===== config.mk =====
export PLATFORM = sky130hd
export DESIGN_NAME = stob_blend
export DESIGN_NICKNAME = d
export VERILOG_FILES = /design/src/stob_pkg.sv /design/src/stob_blend.sv
export SDC_FILE = /design/constraint.sdc
export NUM_CORES = 1
export LEC_CHECK = 0
export ABC_AREA = 1
export BUFFER_PORTS_ARGS = -buffer_cell sky130_fd_sc_hd__buf_2
export CORE_MARGIN = 2
export CORE_UTILIZATION = 40
export CTS_BUF_LIST = sky130_fd_sc_hd__clkbuf_8
export CTS_CLUSTER_SIZE = 8
export DETAILED_ROUTE_END_ITERATION = 16
export MAX_ROUTING_LAYER = met4
export PLACE_DENSITY = 0.59
export SLEW_MARGIN = 15
export SYNTH_ARGS = -nofsm -noshare
export SYNTH_HDL_FRONTEND = slang
export SYNTH_SLANG_ARGS = --single-unit

===== constraint.sdc =====
create_clock -name i_clk -period 7.3 [get_ports i_clk]
set_clock_uncertainty 0.05 [all_clocks]
set_input_delay 0.365 -clock i_clk [delete_from_list [all_inputs] [get_ports i_clk]]
set_output_delay 0.365 -clock i_clk [all_outputs]
set_load 0.01 [all_outputs]

===== src/stob_pkg.sv =====
// ----------------------------------------------------------------------------
// stob_pkg: shared types, constants and weight table
// Geometry, register codes, stage payload structs and the Q8 raised-cosine
// weight table, built at elaboration from a Q30 Taylor cosine.
// ----------------------------------------------------------------------------
package stob_pkg;

    localparam int X_BITS            = 10;
    localparam int Y_BITS            = 10;
    localparam int MAX_WIDTH         = 1 << X_BITS;
    localparam int MAX_HEIGHT        = 1 << Y_BITS;
    localparam int ADDR_W            = X_BITS + Y_BITS - 1;
    localparam int STORE_DEPTH       = MAX_WIDTH * (MAX_HEIGHT / 2);
    localparam int SIZE_W            = 11;
    localparam int STEP_W            = 16;
    localparam int PHASE_W           = 16;
    localparam int CH_W              = 8;
    localparam int PIX_W             = 4 * CH_W;
    localparam int W_W               = 9;
    localparam int WEIGHT_TABLE_BITS = 10;
    localparam int TABLE_LEN         = 1 << WEIGHT_TABLE_BITS;
    localparam int HALF_LEN          = TABLE_LEN / 2;
    localparam int QUARTER_LEN       = TABLE_LEN / 4;
    localparam int CFG_IDX_W         = 3;
    localparam int CFG_DATA_W        = 16;

    localparam logic [W_W-1:0] W_ONE = W_W'(256);

    localparam logic [63:0] HALF_PI_Q30 = 64'd1686629713;
    localparam logic [63:0] Q30_ONE     = 64'd1 << 30;

    // pixel modes
    localparam logic [1:0] MODE_GREY   = 2'd0;
    localparam logic [1:0] MODE_RGB    = 2'd1;
    localparam logic [1:0] MODE_RGBA   = 2'd2;
    localparam logic [1:0] MODE_UNUSED = 2'd3;

    // register indexes
    localparam logic [CFG_IDX_W-1:0] CFG_FRAME_WIDTH  = 3'd0;
    localparam logic [CFG_IDX_W-1:0] CFG_FRAME_HEIGHT = 3'd1;
    localparam logic [CFG_IDX_W-1:0] CFG_PIXEL_MODE   = 3'd2;
    localparam logic [CFG_IDX_W-1:0] CFG_X_STEP       = 3'd3;
    localparam logic [CFG_IDX_W-1:0] CFG_Y_STEP       = 3'd4;

    typedef struct packed {
        logic [SIZE_W-1:0] frame_w;
        logic [SIZE_W-1:0] frame_h;
        logic [X_BITS-1:0] half_w;
        logic [Y_BITS-1:0] half_h;
    } t_geom;

    typedef struct packed {
        logic [X_BITS-1:0] x;
        logic [Y_BITS-1:0] y;
        logic [X_BITS-1:0] qx;
        logic [Y_BITS-1:0] qy;
        logic [PIX_W-1:0]  pix;
        logic [PIX_W-1:0]  qpix;
    } t_pair;

    typedef struct packed {
        logic [X_BITS-1:0] x;
        logic [Y_BITS-1:0] y;
        logic [PIX_W-1:0]  own;
        logic [PIX_W-1:0]  shifted;
        logic              last;
        logic [W_W-1:0]    w;
    } t_mix;

    typedef logic [W_W-1:0] t_weight_rom [TABLE_LEN];

    // round(128 * (1 - cos(pi/2 * k / QUARTER_LEN)))
    function automatic logic [W_W-1:0] quarter_weight(input logic [WEIGHT_TABLE_BITS-1:0] k);
        logic [63:0] t;
        logic [63:0] u;
        logic [63:0] h;
        logic [63:0] v;
        logic [63:0] r;
        t = (HALF_PI_Q30 * 64'(k)) / QUARTER_LEN;
        u = (t * t) >> 30;
        h = Q30_ONE - u / 132;
        h = Q30_ONE - ((u * h) >> 30) / 90;
        h = Q30_ONE - ((u * h) >> 30) / 56;
        h = Q30_ONE - ((u * h) >> 30) / 30;
        h = Q30_ONE - ((u * h) >> 30) / 12;
        v = ((u * h) >> 30) / 2;
        r = (v + (64'd1 << 22)) >> 23;
        return r[W_W-1:0];
    endfunction

    function automatic t_weight_rom build_weight_rom();
        t_weight_rom rom;
        int unsigned j;
        for (int unsigned i = 0; i < TABLE_LEN; i++) begin
            j = (i <= HALF_LEN) ? i : TABLE_LEN - i;
            if (j <= QUARTER_LEN) begin
                rom[i] = quarter_weight(WEIGHT_TABLE_BITS'(j));
            end else begin
                rom[i] = W_ONE - quarter_weight(WEIGHT_TABLE_BITS'(HALF_LEN - j));
            end
        end
        return rom;
    endfunction

    localparam t_weight_rom WEIGHT_ROM = build_weight_rom();

endpackage


===== src/stob_blend.sv =====
// ----------------------------------------------------------------------------
// stob_blend: channel blend and output register
// Mixes shifted and own pixels in channels 0-2 (RGB, RGBA) with the Q8 weight,
// applies the pixel mode and holds the result word for the receiver.
// ----------------------------------------------------------------------------
module stob_blend import stob_pkg::*; (
    input  logic              i_clk,
    input  logic              i_rst_n,
    input  logic [1:0]        i_mode,
    input  logic              i_valid,
    output logic              o_ready,
    input  t_mix              i_mix,
    output logic              o_valid,
    output logic [X_BITS-1:0] o_out_x,
    output logic [Y_BITS-1:0] o_out_y,
    output logic [CH_W-1:0]   o_res0,
    output logic [CH_W-1:0]   o_res1,
    output logic [CH_W-1:0]   o_res2,
    output logic [CH_W-1:0]   o_res3,
    output logic              o_run_last,
    input  logic              i_ready
);

    localparam int ACC_W = CH_W + W_W;

    function automatic logic [CH_W-1:0] mix(input logic [CH_W-1:0] s,
                                            input logic [CH_W-1:0] o,
                                            input logic [W_W-1:0]  w);
        logic [ACC_W-1:0] acc;
        acc = ACC_W'(s) * ACC_W'(W_ONE - w) + ACC_W'(o) * ACC_W'(w);
        return acc[CH_W +: CH_W];
    endfunction

    logic            s6_ready;
    logic [CH_W-1:0] n_res0;
    logic [CH_W-1:0] n_res1;
    logic [CH_W-1:0] n_res2;
    logic [CH_W-1:0] n_res3;

    logic              r_v6;
    logic [X_BITS-1:0] r_x;
    logic [Y_BITS-1:0] r_y;
    logic [CH_W-1:0]   r_res0;
    logic [CH_W-1:0]   r_res1;
    logic [CH_W-1:0]   r_res2;
    logic [CH_W-1:0]   r_res3;
    logic              r_last;

    always_comb begin
        unique case (i_mode)
            MODE_RGB, MODE_RGBA: begin
                n_res0 = mix(i_mix.shifted[0*CH_W +: CH_W], i_mix.own[0*CH_W +: CH_W], i_mix.w);
                n_res1 = mix(i_mix.shifted[1*CH_W +: CH_W], i_mix.own[1*CH_W +: CH_W], i_mix.w);
                n_res2 = mix(i_mix.shifted[2*CH_W +: CH_W], i_mix.own[2*CH_W +: CH_W], i_mix.w);
                n_res3 = (i_mode == MODE_RGBA) ? i_mix.own[3*CH_W +: CH_W] : '0;
            end
            default: begin
                n_res0 = i_mix.own[0 +: CH_W];
                n_res1 = '0;
                n_res2 = '0;
                n_res3 = '0;
            end
        endcase
    end

    assign s6_ready = !r_v6 || i_ready;
    assign o_ready  = s6_ready;

    always_ff @(posedge i_clk) begin
        if (!i_rst_n) begin
            r_v6 <= 1'b0;
        end else if (s6_ready) begin
            r_v6 <= i_valid;
        end
    end

    always_ff @(posedge i_clk) begin
        if (s6_ready && i_valid) begin
            r_x    <= i_mix.x;
            r_y    <= i_mix.y;
            r_res0 <= n_res0;
            r_res1 <= n_res1;
            r_res2 <= n_res2;
            r_res3 <= n_res3;
            r_last <= i_mix.last;
        end
    end

    assign o_valid    = r_v6;
    assign o_out_x    = r_x;
    assign o_out_y    = r_y;
    assign o_res0     = r_res0;
    assign o_res1     = r_res1;
    assign o_res2     = r_res2;
    assign o_res3     = r_res3;
    assign o_run_last = r_last;

endmodule


==> results of run 1 <==
-- area by class of cell --
cell class,instances,area share (%)
Multi-Input combinational cell,1335,66.88
Inverter,772,15.13
Sequential cell,54,8.413
Timing Repair Buffer,177,5.030
Tap cell,592,3.867
Clock buffer,5,0.3593
Clock inverter,3,0.2548
Antenna cell,5,0.06532
-- flip-flops by register name, summed over array words and instances, names as in the netlist --
signal,cells
o_out_x,10
o_out_y,10
o_res0,8
o_res1,8
o_res2,8
o_res3,8
o_run_last,1
o_valid,1
-- synth_stat cells (all sizes together), types with 2 or more instances --
cell type  count  area share, %
o21bai         4           0.17
nand4          4           0.14
buf           32            1.1
fa           366             41
xor2          14           0.69
clkbuf        55            1.2
a211oi         2          0.085
o31ai          4           0.17
nand2        502             11
a21oi         50            1.4
inv          771             16
o21ai         24           0.70
nor2         131            2.9
edfxtp        53            9.0
nor3           7           0.26
o21a           4           0.17
ha           154             11
or2            4           0.14
xnor2         13           0.64
nand3b         3           0.13
a31oi          3           0.11
nand3         39            1.1
-- through the flow --
stage                     setup WS, ps  hold slack (ps)  instance area [um2]  cells  utilization [%]
after CTS                        793.9            21.45                19140   2938            43.57
after detailed placement         313.7            492.7                19020   2930            43.30
final                            729.9            66.82                19150   2943            43.60
after global placement           409.9            470.9                19020   2930            43.30
after floorplan                  894.8            413.9                17710   2248                -
after global routing             305.2            28.55                19150   2943            43.60
-- path summary, 6_finish.rpt --
check | to | slack, ps | cells after the start
setup reg to reg | o_res0[6] | 5360 | 2
hold reg to reg | o_valid | 520 | 2
hold / removal | o_out_y[1] | 70 | 1
setup / recovery | o_res2[7] | 730 | 27
-- critical path, stage by stage --
cell	delay, ps
sky130_fd_sc_hd__buf_2	240
sky130_fd_sc_hd__inv_1	120
sky130_fd_sc_hd__ha_1	210
sky130_fd_sc_hd__nand2_2	90
sky130_fd_sc_hd__nor2_4	160
sky130_fd_sc_hd__inv_1	70
sky130_fd_sc_hd__o21ai_0	140
sky130_fd_sc_hd__nand2_1	80
sky130_fd_sc_hd__inv_1	360
sky130_fd_sc_hd__nand2_1	150
sky130_fd_sc_hd__fa_1	520
sky130_fd_sc_hd__fa_1	520
sky130_fd_sc_hd__fa_1	530
sky130_fd_sc_hd__inv_1	70
sky130_fd_sc_hd__fa_1	500
sky130_fd_sc_hd__fa_1	490
sky130_fd_sc_hd__inv_1	50
sky130_fd_sc_hd__fa_1	470
sky130_fd_sc_hd__inv_1	40
sky130_fd_sc_hd__ha_1	330
sky130_fd_sc_hd__a21oi_1	180
sky130_fd_sc_hd__o21a_1	130
sky130_fd_sc_hd__o211ai_1	170
sky130_fd_sc_hd__a41oi_1	460
sky130_fd_sc_hd__nand3_1	130
sky130_fd_sc_hd__nand2_1	70
sky130_fd_sc_hd__nor2_1	50
-- routing by layer --
layer / GRT usage [%] / share of wire (%) / wire length [um] / vias up
li1: - / - / - / 6480
met1: 27.90 / 43 / 19330 / 6745
met2: 35.18 / 48 / 21620 / 357
met3: 3.163 / 6.1 / 2737 / 72
met4: 5.671 / 2.6 / 1164 / 0
met5: - / 0 / 0 / -
-- kinds of logic (layout without fill, tap and decap cells) --
| family | Yosys count | in the layout | share of synthesized area (%) |
|---|---|---|---|
| buffers and inverters | 859 | 957 | 18.61 |
| AO/OA/AOI/OAI | 97 | 97 | 3.088 |
| flip-flops | 54 | 54 | 9.102 |
| AND/OR/NAND/NOR | 691 | 691 | 15.60 |
| XOR/XNOR | 27 | 27 | 1.336 |
| adder cells (fa/ha/maj) | 520 | 520 | 52.26 |
| other | 0 | 5 | 0 |
==> metrics.md, run 1 <==
| Metric | Value |
|---|---|
| Floorplan row count | `77` |
| Post-synthesis net count | `2868` |
| Hold_sp | `i_mix[75]` |
| Boundary Pins | `155` |
| Clock slew seen by the registers of the worst setup and hold paths | `150 ps` |
| CTS tree | `done` |
| Wire per inst | `15.24 um` |
| Initial core utilization | `40.30%` |
| Total die area | `0.04596 mm2` |
| Number of distinct library cells after synthesis | `44` |
| Type of the setup path with the least slack | `in2reg` |
| Via count of the first global-routing pass | `14773` |
| HPWL after detailed placement | `37640 um` |
| Synthesis-to-layout area growth | `8.183%` |
| Slew @ Worst Pin | `1084 ps` |
| Clock H-tree levels | `2` |
| Port bufs | `146` |
| Count of filler cells inserted in the layout | `4490` |
| Number of failing hold endpoints at the final stage | `0` |
| Most used cells in the layout excluding fill and tap cells | `sky130_fd_sc_hd__inv_1, sky130_fd_sc_hd__nand2_1, sky130_fd_sc_hd__fa_1` |
| Max-cap check violation count | `0` |
| Result of the run | `completed` |
| Flip-flop and latch count after synthesis | `54` |
| Commonest non-fill, non-tap cell in the layout | `sky130_fd_sc_hd__inv_1` |
| Standard cell core area | `0.04393 mm2` |
| Nature of the critical path startpoint | `input port` |
| Max Fclk | `152.2 MHz` |
| Pin count of the biggest net entering global routing | `45` |
| Worst-Skew Late Latency | `410 ps` |
| Number of buffers inserted during clock tree synthesis | `5` |
| DRC violations left | `0` |
| Initial DRT Pass Iterations | `5` |
| Sum of overflow across all layers after global routing | `0` |
| Proportion of synthesized chip area in sequential cells | `9.102%` |
| Hold/Removal Path Class | `in2reg` |
| Clock period minus final worst setup slack | `6570 ps` |
| Worst relative slew slack | `27.66%` |
| Post-detailed-route via-to-cell ratio | `4.639` |
| Commonest register cell after synthesis | `sky130_fd_sc_hd__edfxtp_1` |
| Required @ worst endpoint | `7440 ps` |
| Unrepaired setup endpoints after global routing | `no` |
| Yosys warning total | `0` |
| FF-to-FF Start | `o_valid` |
| Y dimension of the die | `214.4 um` |
| Asr flop ratio synth | `0%` |
| Area taken by multi-input logic gates | `0.01281 mm2` |
| Die width | `214.4 um` |
| Total wire length after detailed routing | `44850 um` |
| Cell area after synthesis | `0.01771 mm2` |
| Max-slew violations | `0` |
| Violation count after the first detailed-route iteration | `681` |
| GRT Resource Usage Total | `21.44%` |
| Post-synthesis instance total | `2248` |
| Root buf cell | `sky130_fd_sc_hd__clkbuf_8` |
| Largest fanout on the critical path | `15` |
| Bufs on Longest Clock Path | `2` |
| Endpoint kind of the worst setup timing path | `register` |
| Area taken by flip-flops and latches | `0.001612 mm2` |
| Number of vias in the routed layout | `13654` |
| Sum Neg Setup Slack | `0 ps` |
| Number of antenna violations at the first check in global routing | `6` |
| Post-synth EDFFs | `53` |
| Count of nets after finishing | `2965` |
| Data arrival time of the critical path | `6710 ps` |
| Final number of setup-violating endpoints | `0` |
| Total of cells resized after clock tree synthesis | `0` |
| Clock sinks | `54` |
| Final Wtd Congestion | `0.8812` |
| Number of post-CTS setup repair buffers | `0` |
| Post-detailed-route count of antenna-violating nets | `0` |
| Final period util | `90.00%` |
| Global-route wire length before repair | `74900 um` |
| Share of layout cells above drive strength 1 | `9.122%` |
| Average size of a mapped cell | `7.876 um2` |
| CP startpoint | `i_mix[1]` |
| Post-CTS Hold Fix Bufs | `0` |
Power of run 1 is left out: the tool's default activity adds up to more than one toggle a clock period on the data nets, which glitch-free logic cannot reach.
==> run 2, diff against run 1 <==
clock period = 7.58 ns   (was 7.3 ns; I/O delays follow)
==> run 2 against run 1 <==
Net effect:
- sequential share of layout area is essentially flat
- die area is the same
- utilization shrank 0.14 points
- count of clock-buffer cells in the layout is the same
- design area shrank 0.31%
- first-iteration DRC count grew 14%
- sequential cell count is the same
==> metrics.md, run 2 (synthesis results as in run 1) <==
| Metric | Value |
|---|---|
| GRT Resource Usage Total | `21.36% (was 21.44%)` |
| HPWL after detailed placement | `37690 um (was 37640 um)` |
| Most used cells in the layout excluding fill and tap cells | `sky130_fd_sc_hd__inv_1, sky130_fd_sc_hd__nand2_1, sky130_fd_sc_hd__fa_1 (unchanged)` |
| CP max-delay cell | `sky130_fd_sc_hd__fa_1 (unchanged)` |
| Final Wtd Congestion | `0.9140 (was 0.8812)` |
| Critical path's largest stage delay | `550 ps (was 530 ps)` |
| Hold EP | `o_out_y[2] (was o_out_y[1])` |
| Via count of the first global-routing pass | `14762 (was 14773)` |
| Boundary Pins | `155 (unchanged)` |
| Number of failing hold endpoints at the final stage | `0 (unchanged)` |
| Initial core utilization | `40.30% (unchanged)` |
| Sum Neg Setup Slack | `0 ps (unchanged)` |
| FF-to-FF Start | `o_valid (unchanged)` |
| Slew @ Worst Pin | `1063 ps (was 1084 ps)` |
| Largest fanout on the critical path | `10 (was 15)` |
| Initial DRT Pass Iterations | `5 (unchanged)` |
| Kind of cell with the highest combined delay on the critical path | `adder cells (unchanged)` |
| Final Util | `43.46% (was 43.60%)` |
| Worst-Skew Late Latency | `370 ps (was 410 ps)` |
| Count of filler cells inserted in the layout | `4517 (was 4490)` |
| Worst path buffer plus inverter count | `7 (unchanged)` |
| Count of nets after finishing | `2961 (was 2965)` |
| CTS tree | `done (unchanged)` |
| Floorplan row count | `77 (unchanged)` |
| Worst relative slew slack | `29.04% (was 27.66%)` |
| Endpoint kind of the worst setup timing path | `register (unchanged)` |
| Number of vias in the routed layout | `13774 (was 13654)` |
| Post-detailed-route count of antenna-violating nets | `0 (unchanged)` |
| Cell count of the worst hold path | `1 (unchanged)` |
| Commonest non-fill, non-tap cell in the layout | `sky130_fd_sc_hd__inv_1 (unchanged)` |
| Post-detailed-route via-to-cell ratio | `4.685 (was 4.639)` |
| Final period util | `86.58%` |
| Final Worst Setup Slack | `1017 ps (was 729.9 ps)` |
| Result of the run | `completed (unchanged)` |
| Standard cell core area | `0.04393 mm2 (unchanged)` |
| Clock slew seen by the registers of the worst setup and hold paths | `130 ps (was 150 ps)` |
| Synthesis-to-layout area growth | `7.844% (was 8.183%)` |
| Sum of overflow across all layers after global routing | `0 (unchanged)` |
| Violation count after the first detailed-route iteration | `775 (was 681)` |
| Hold Worst Slack | `119.0 ps (was 66.82 ps)` |
| Hold_sp | `i_mix[76] (was i_mix[75])` |
| Clock sinks | `54 (unchanged)` |
| Clock period minus final worst setup slack | `6563 ps` |
| Die width | `214.4 um (unchanged)` |
| Data arrival time of the critical path | `6640 ps (was 6710 ps)` |
| Endpoint of the lowest-slack register-to-register path | `o_res2[0] (was o_res0[6])` |
| Max-slew violations | `0 (unchanged)` |
| Root buf cell | `sky130_fd_sc_hd__clkbuf_8 (unchanged)` |
| Nature of the critical path startpoint | `input port (unchanged)` |
| Total wire length after detailed routing | `45290 um (was 44850 um)` |
| Total die area | `0.04596 mm2 (unchanged)` |
| Register-to-register setup slack | `5980 ps (was 5360 ps)` |
| Type of the setup path with the least slack | `in2reg (unchanged)` |
| Share of layout cells above drive strength 1 | `8.928% (was 9.122%)` |
| Number of post-CTS setup repair buffers | `0 (unchanged)` |
| Clock H-tree levels | `2 (unchanged)` |
| Wire per inst | `15.40 um (was 15.24 um)` |
| Number of buffers inserted during clock tree synthesis | `5 (unchanged)` |
| Post-CTS Hold Fix Bufs | `0 (unchanged)` |
| Unrepaired setup endpoints after global routing | `no (unchanged)` |
| Y dimension of the die | `214.4 um (unchanged)` |
| Total of cells resized after clock tree synthesis | `0 (unchanged)` |
| Cell count of the worst reg-to-reg path | `2 (unchanged)` |
| Setup slack at placement | `695.8 ps (was 313.7 ps)` |
| Max-cap check violation count | `0 (unchanged)` |
| Global-route wire length before repair | `74960 um (was 74900 um)` |
| Bufs on Longest Clock Path | `2 (unchanged)` |
| Hold/Removal Path Class | `in2reg (unchanged)` |
| Required @ worst endpoint | `7650 ps (was 7440 ps)` |
| Pin count of the biggest net entering global routing | `54 (was 45)` |
| Max Fclk | `152.4 MHz` |
| Port bufs | `146 (unchanged)` |
| Final number of setup-violating endpoints | `0 (unchanged)` |
| Number of antenna violations at the first check in global routing | `6 (unchanged)` |
| DRC violations left | `0 (unchanged)` |
==> run 2: metal layers <==
layer	routed length, um	GRT usage, %
met4	746	3.981
met5	0	-
met1	19570	27.93
met3	2567	2.823
met2	22410	35.92
==> run 2: worst max-delay path by stage <==
stage	slack [ps]	to	cells past startpoint	startpoint
6_report	1020	o_res0[7]	27	i_mix[0]
5_1_grt	590	o_res2[7]	27	i_mix[0]
4_1_cts	1080	o_res0[7]	27	i_mix[0]
3_5_place_dp	700	o_res2[7]	27	i_mix[0]
3_3_place_gp	710	o_res0[7]	27	i_mix[0]
2_1_floorplan	1160	o_res1[4]	30	i_mix[1]
==> run 2: final cells by class <==
cell class / count / area (um2) / share of cell area, %
clock inverter: 2 / 13.76 / 0.07208
clock buffer: 5 / 68.82 / 0.3604
inverter: 772 / 2899 / 15.18
timing repair buffer: 173 / 933.4 / 4.888
multi-input combinational: 1335 / 12810 / 67.09
antenna: 7 / 17.52 / 0.09174
sequential: 54 / 1612 / 8.440
tap: 592 / 740.7 / 3.879
==> run 2: worst register-to-register path, delay by kind of cell (launching register included) <==
kind / cells / cell delay [ps]
compound gates: 1 / 140
buf+inv: 1 / 620
flops: 1 / 370
==> run 2: stage by stage <==
step	instance area [um2]	std cells
floorplan	17710	2248
global placement	18990	2926
detailed placement	18990	2926
CTS	19080	2933
global route	19090	2939
finish	19090	2940
Power of run 2 is left out for the same reason.
==> run 3, diff against run 2 <==
--- a/config.mk
+++ b/config.mk
@@ -9,10 +9,10 @@
 export BUFFER_PORTS_ARGS = -buffer_cell sky130_fd_sc_hd__buf_2
 export CORE_MARGIN = 2
-export CORE_UTILIZATION = 40
+export CORE_UTILIZATION = 50
 export CTS_BUF_LIST = sky130_fd_sc_hd__clkbuf_8
 export CTS_CLUSTER_SIZE = 8
 export DETAILED_ROUTE_END_ITERATION = 16
 export MAX_ROUTING_LAYER = met4
-export PLACE_DENSITY = 0.59
+export PLACE_DENSITY = 0.71
 export SLEW_MARGIN = 15
 export SYNTH_ARGS = -nofsm -noshare
==> constraint.sdc (replaced) <==
create_clock -name i_clk -period 7.58 [get_ports i_clk]
set_clock_uncertainty 0.05 [all_clocks]
set_input_delay 0.758 -clock i_clk [delete_from_list [all_inputs] [get_ports i_clk]]
set_output_delay 0.758 -clock i_clk [all_outputs]
set_load 0.01 [all_outputs]
==> run 3 against run 2 <==
Net effect:
- utilization increased by 11 points
- non-clock buffer count increased by 3
- sequential share of layout area increased by 0.061 points
- register-to-register slack about the same
- worst setup slack got worse by 230 ps
- first-iteration DRC count decreased by 0.52%
- cell count decreased by 4.6%
- routed wire length decreased by 4.8%
- worst hold slack improved by 330 ps
- via count increased by 0.21%
==> metrics.md, run 3 (synthesis results as in run 1) <==
| Metric | Value |
|---|---|
| Endpoint of the lowest-slack register-to-register path | `o_res3[6] (was o_res2[0])` |
| Number of antenna violations at the first check in global routing | `6 (unchanged)` |
| Final Wtd Congestion | `0.9286 (was 0.9140)` |
| Sum of overflow across all layers after global routing | `0 (unchanged)` |
| Required @ worst endpoint | `7700 ps (was 7650 ps)` |
| Count of nets after finishing | `2964 (was 2961)` |
| Root buf cell | `sky130_fd_sc_hd__clkbuf_8 (unchanged)` |
| Max Fclk | `147.3 MHz (was 152.4 MHz)` |
| Total wire length after detailed routing | `43130 um (was 45290 um)` |
| Cell count of the worst reg-to-reg path | `2 (unchanged)` |
| Worst path buffer plus inverter count | `7 (unchanged)` |
| Bufs on Longest Clock Path | `2 (unchanged)` |
| Clock sinks | `54 (unchanged)` |
| Area taken by flip-flops and latches | `0.001612 mm2 (unchanged)` |
| Violation count after the first detailed-route iteration | `771 (was 775)` |
| Clock slew seen by the registers of the worst setup and hold paths | `150 ps (was 130 ps)` |
| DRC violations left | `0 (unchanged)` |
| Nature of the critical path startpoint | `input port (unchanged)` |
| Wire per inst | `15.37 um (was 15.40 um)` |
| Floorplan row count | `68 (was 77)` |
| Boundary Pins | `155 (unchanged)` |
| CP most frequent cell | `sky130_fd_sc_hd__fa_1` |
| Clock period minus final worst setup slack | `6791 ps (was 6563 ps)` |
| Most used cells in the layout excluding fill and tap cells | `sky130_fd_sc_hd__inv_1, sky130_fd_sc_hd__nand2_1, sky130_fd_sc_hd__fa_1 (unchanged)` |
| Register-to-register setup slack | `5970 ps (was 5980 ps)` |
| Unrepaired setup endpoints after global routing | `no (unchanged)` |
| Final number of setup-violating endpoints | `0 (unchanged)` |
| Result of the run | `completed (unchanged)` |
| Via count of the first global-routing pass | `14861 (was 14762)` |
| Max-cap check violation count | `0 (unchanged)` |
| Port bufs | `146 (unchanged)` |
| HPWL after detailed placement | `36390 um (was 37690 um)` |
| Standard cell core area | `0.03471 mm2 (was 0.04393 mm2)` |
| FF-to-FF Start | `o_valid (unchanged)` |
| Total of cells resized after clock tree synthesis | `0 (unchanged)` |
| Max-slew violations | `0 (unchanged)` |
| Data arrival time of the critical path | `6910 ps (was 6640 ps)` |
| Final Instance Count excl. Fillers | `2806 (was 2940)` |
| CP max-delay cell | `sky130_fd_sc_hd__fa_1 (unchanged)` |
| Hold/Removal Path Class | `in2reg (unchanged)` |
| Endpoint kind of the worst setup timing path | `register (unchanged)` |
| Commonest non-fill, non-tap cell in the layout | `sky130_fd_sc_hd__inv_1 (unchanged)` |
| Initial core utilization | `51.01% (was 40.30%)` |
| Count of filler cells inserted in the layout | `3267 (was 4517)` |
| Slew @ Worst Pin | `1001 ps (was 1063 ps)` |
| CTS tree | `done (unchanged)` |
| Number of failing hold endpoints at the final stage | `0 (unchanged)` |
| GRT Resource Usage Total | `26.10% (was 21.36%)` |
| Number of vias in the routed layout | `13803 (was 13774)` |
| Placed Instances | `2792 (was 2926)` |
| Kind of cell with the highest combined delay on the critical path | `adder cells (unchanged)` |
| Y dimension of the die | `192.2 um (was 214.4 um)` |
| Largest fanout on the critical path | `13 (was 10)` |
| Worst-Skew Late Latency | `410 ps (was 370 ps)` |
| Global-route wire length before repair | `72010 um (was 74960 um)` |
| Synthesis-to-layout area growth | `7.074% (was 7.844%)` |
| Pin count of the biggest net entering global routing | `54 (unchanged)` |
| Total die area | `0.03693 mm2 (was 0.04596 mm2)` |
| Share of layout cells above drive strength 1 | `9.083% (was 8.928%)` |
| Sum Neg Setup Slack | `0 ps (unchanged)` |
| Critical path's largest stage delay | `540 ps (was 550 ps)` |
| Number of post-CTS setup repair buffers | `0 (unchanged)` |
| Timing endpoint of the critical path | `o_res2[7] (was o_res0[7])` |
| Final period util | `89.59% (was 86.58%)` |
| Clock H-tree levels | `2 (unchanged)` |
| Area taken by multi-input logic gates | `0.01281 mm2 (unchanged)` |
| Post-detailed-route via-to-cell ratio | `4.919 (was 4.685)` |
| Number of buffers inserted during clock tree synthesis | `5 (unchanged)` |
| Post-CTS Hold Fix Bufs | `0 (unchanged)` |
| Initial DRT Pass Iterations | `5 (unchanged)` |
| Count of cell instances traversed by the critical path | `25 (was 27)` |
| Type of the setup path with the least slack | `in2reg (unchanged)` |
| Post-detailed-route count of antenna-violating nets | `0 (unchanged)` |
| Final Util | `54.61% (was 43.46%)` |
| Worst relative slew slack | `33.21% (was 29.04%)` |
| CP startpoint | `i_mix[1] (was i_mix[0])` |
| Die width | `192.2 um (was 214.4 um)` |
| Hold Worst Slack | `451.1 ps (was 119.0 ps)` |
-- run 3: cell count changes in the layout (fill, tap and decap cells not counted) --
cell / before / now
sky130_fd_sc_hd__inv_8: 0 / 1
sky130_fd_sc_hd__diode_2: 7 / 6
sky130_fd_sc_hd__inv_6: 1 / 0
sky130_fd_sc_hd__clkinv_4: 0 / 2
sky130_fd_sc_hd__clkinv_2: 2 / 1
sky130_fd_sc_hd__buf_4: 27 / 30
-- run 3: layout make-up --
cell class / count / area share (%)
Antenna cell: 6 / 0.07920
Clock buffer: 5 / 0.3630
Clock inverter: 3 / 0.1518
Inverter: 772 / 15.29
Multi-Input combinational cell: 1335 / 67.57
Sequential cell: 54 / 8.501
Tap cell: 455 / 3.003
Timing Repair Buffer: 176 / 5.042
-- run 3: metal layers --
layer | track usage (%) | wire length (um) | vias up
met1 | 31.85 | 17380 | 6826
met4 | 7.957 | 1228 | 0
met2 | 43.73 | 21530 | 411
li1 | - | - | 6487
met3 | 5.354 | 2992 | 79
met5 | - | 0 | -
-- run 3: how the worst min path moves through the flow --
stage                 endpoint  startpoint  cells past startpoint
finish              o_out_y[9]   i_mix[83]                      1
global route        o_out_x[1]   i_mix[85]                      1
CTS                 o_out_y[9]   i_mix[83]                      1
detailed placement     o_valid     o_valid                      2
global placement       o_valid     o_valid                      2
floorplan              o_valid     o_valid                      2
-- run 3: through the flow --
| stage | instance area, um2 | setup slack [ps] |
|---|---|---|
| 6_report | 18960 | 789.1 |
| 5_1_grt | 18960 | 361.4 |
| 4_1_cts | 18940 | 813.4 |
| 3_5_place_dp | 18850 | 369.5 |
| 3_3_place_gp | 18850 | 448.1 |
| 2_1_floorplan | 17710 | 781.8 |
Power of run 3 is left out for the same reason.
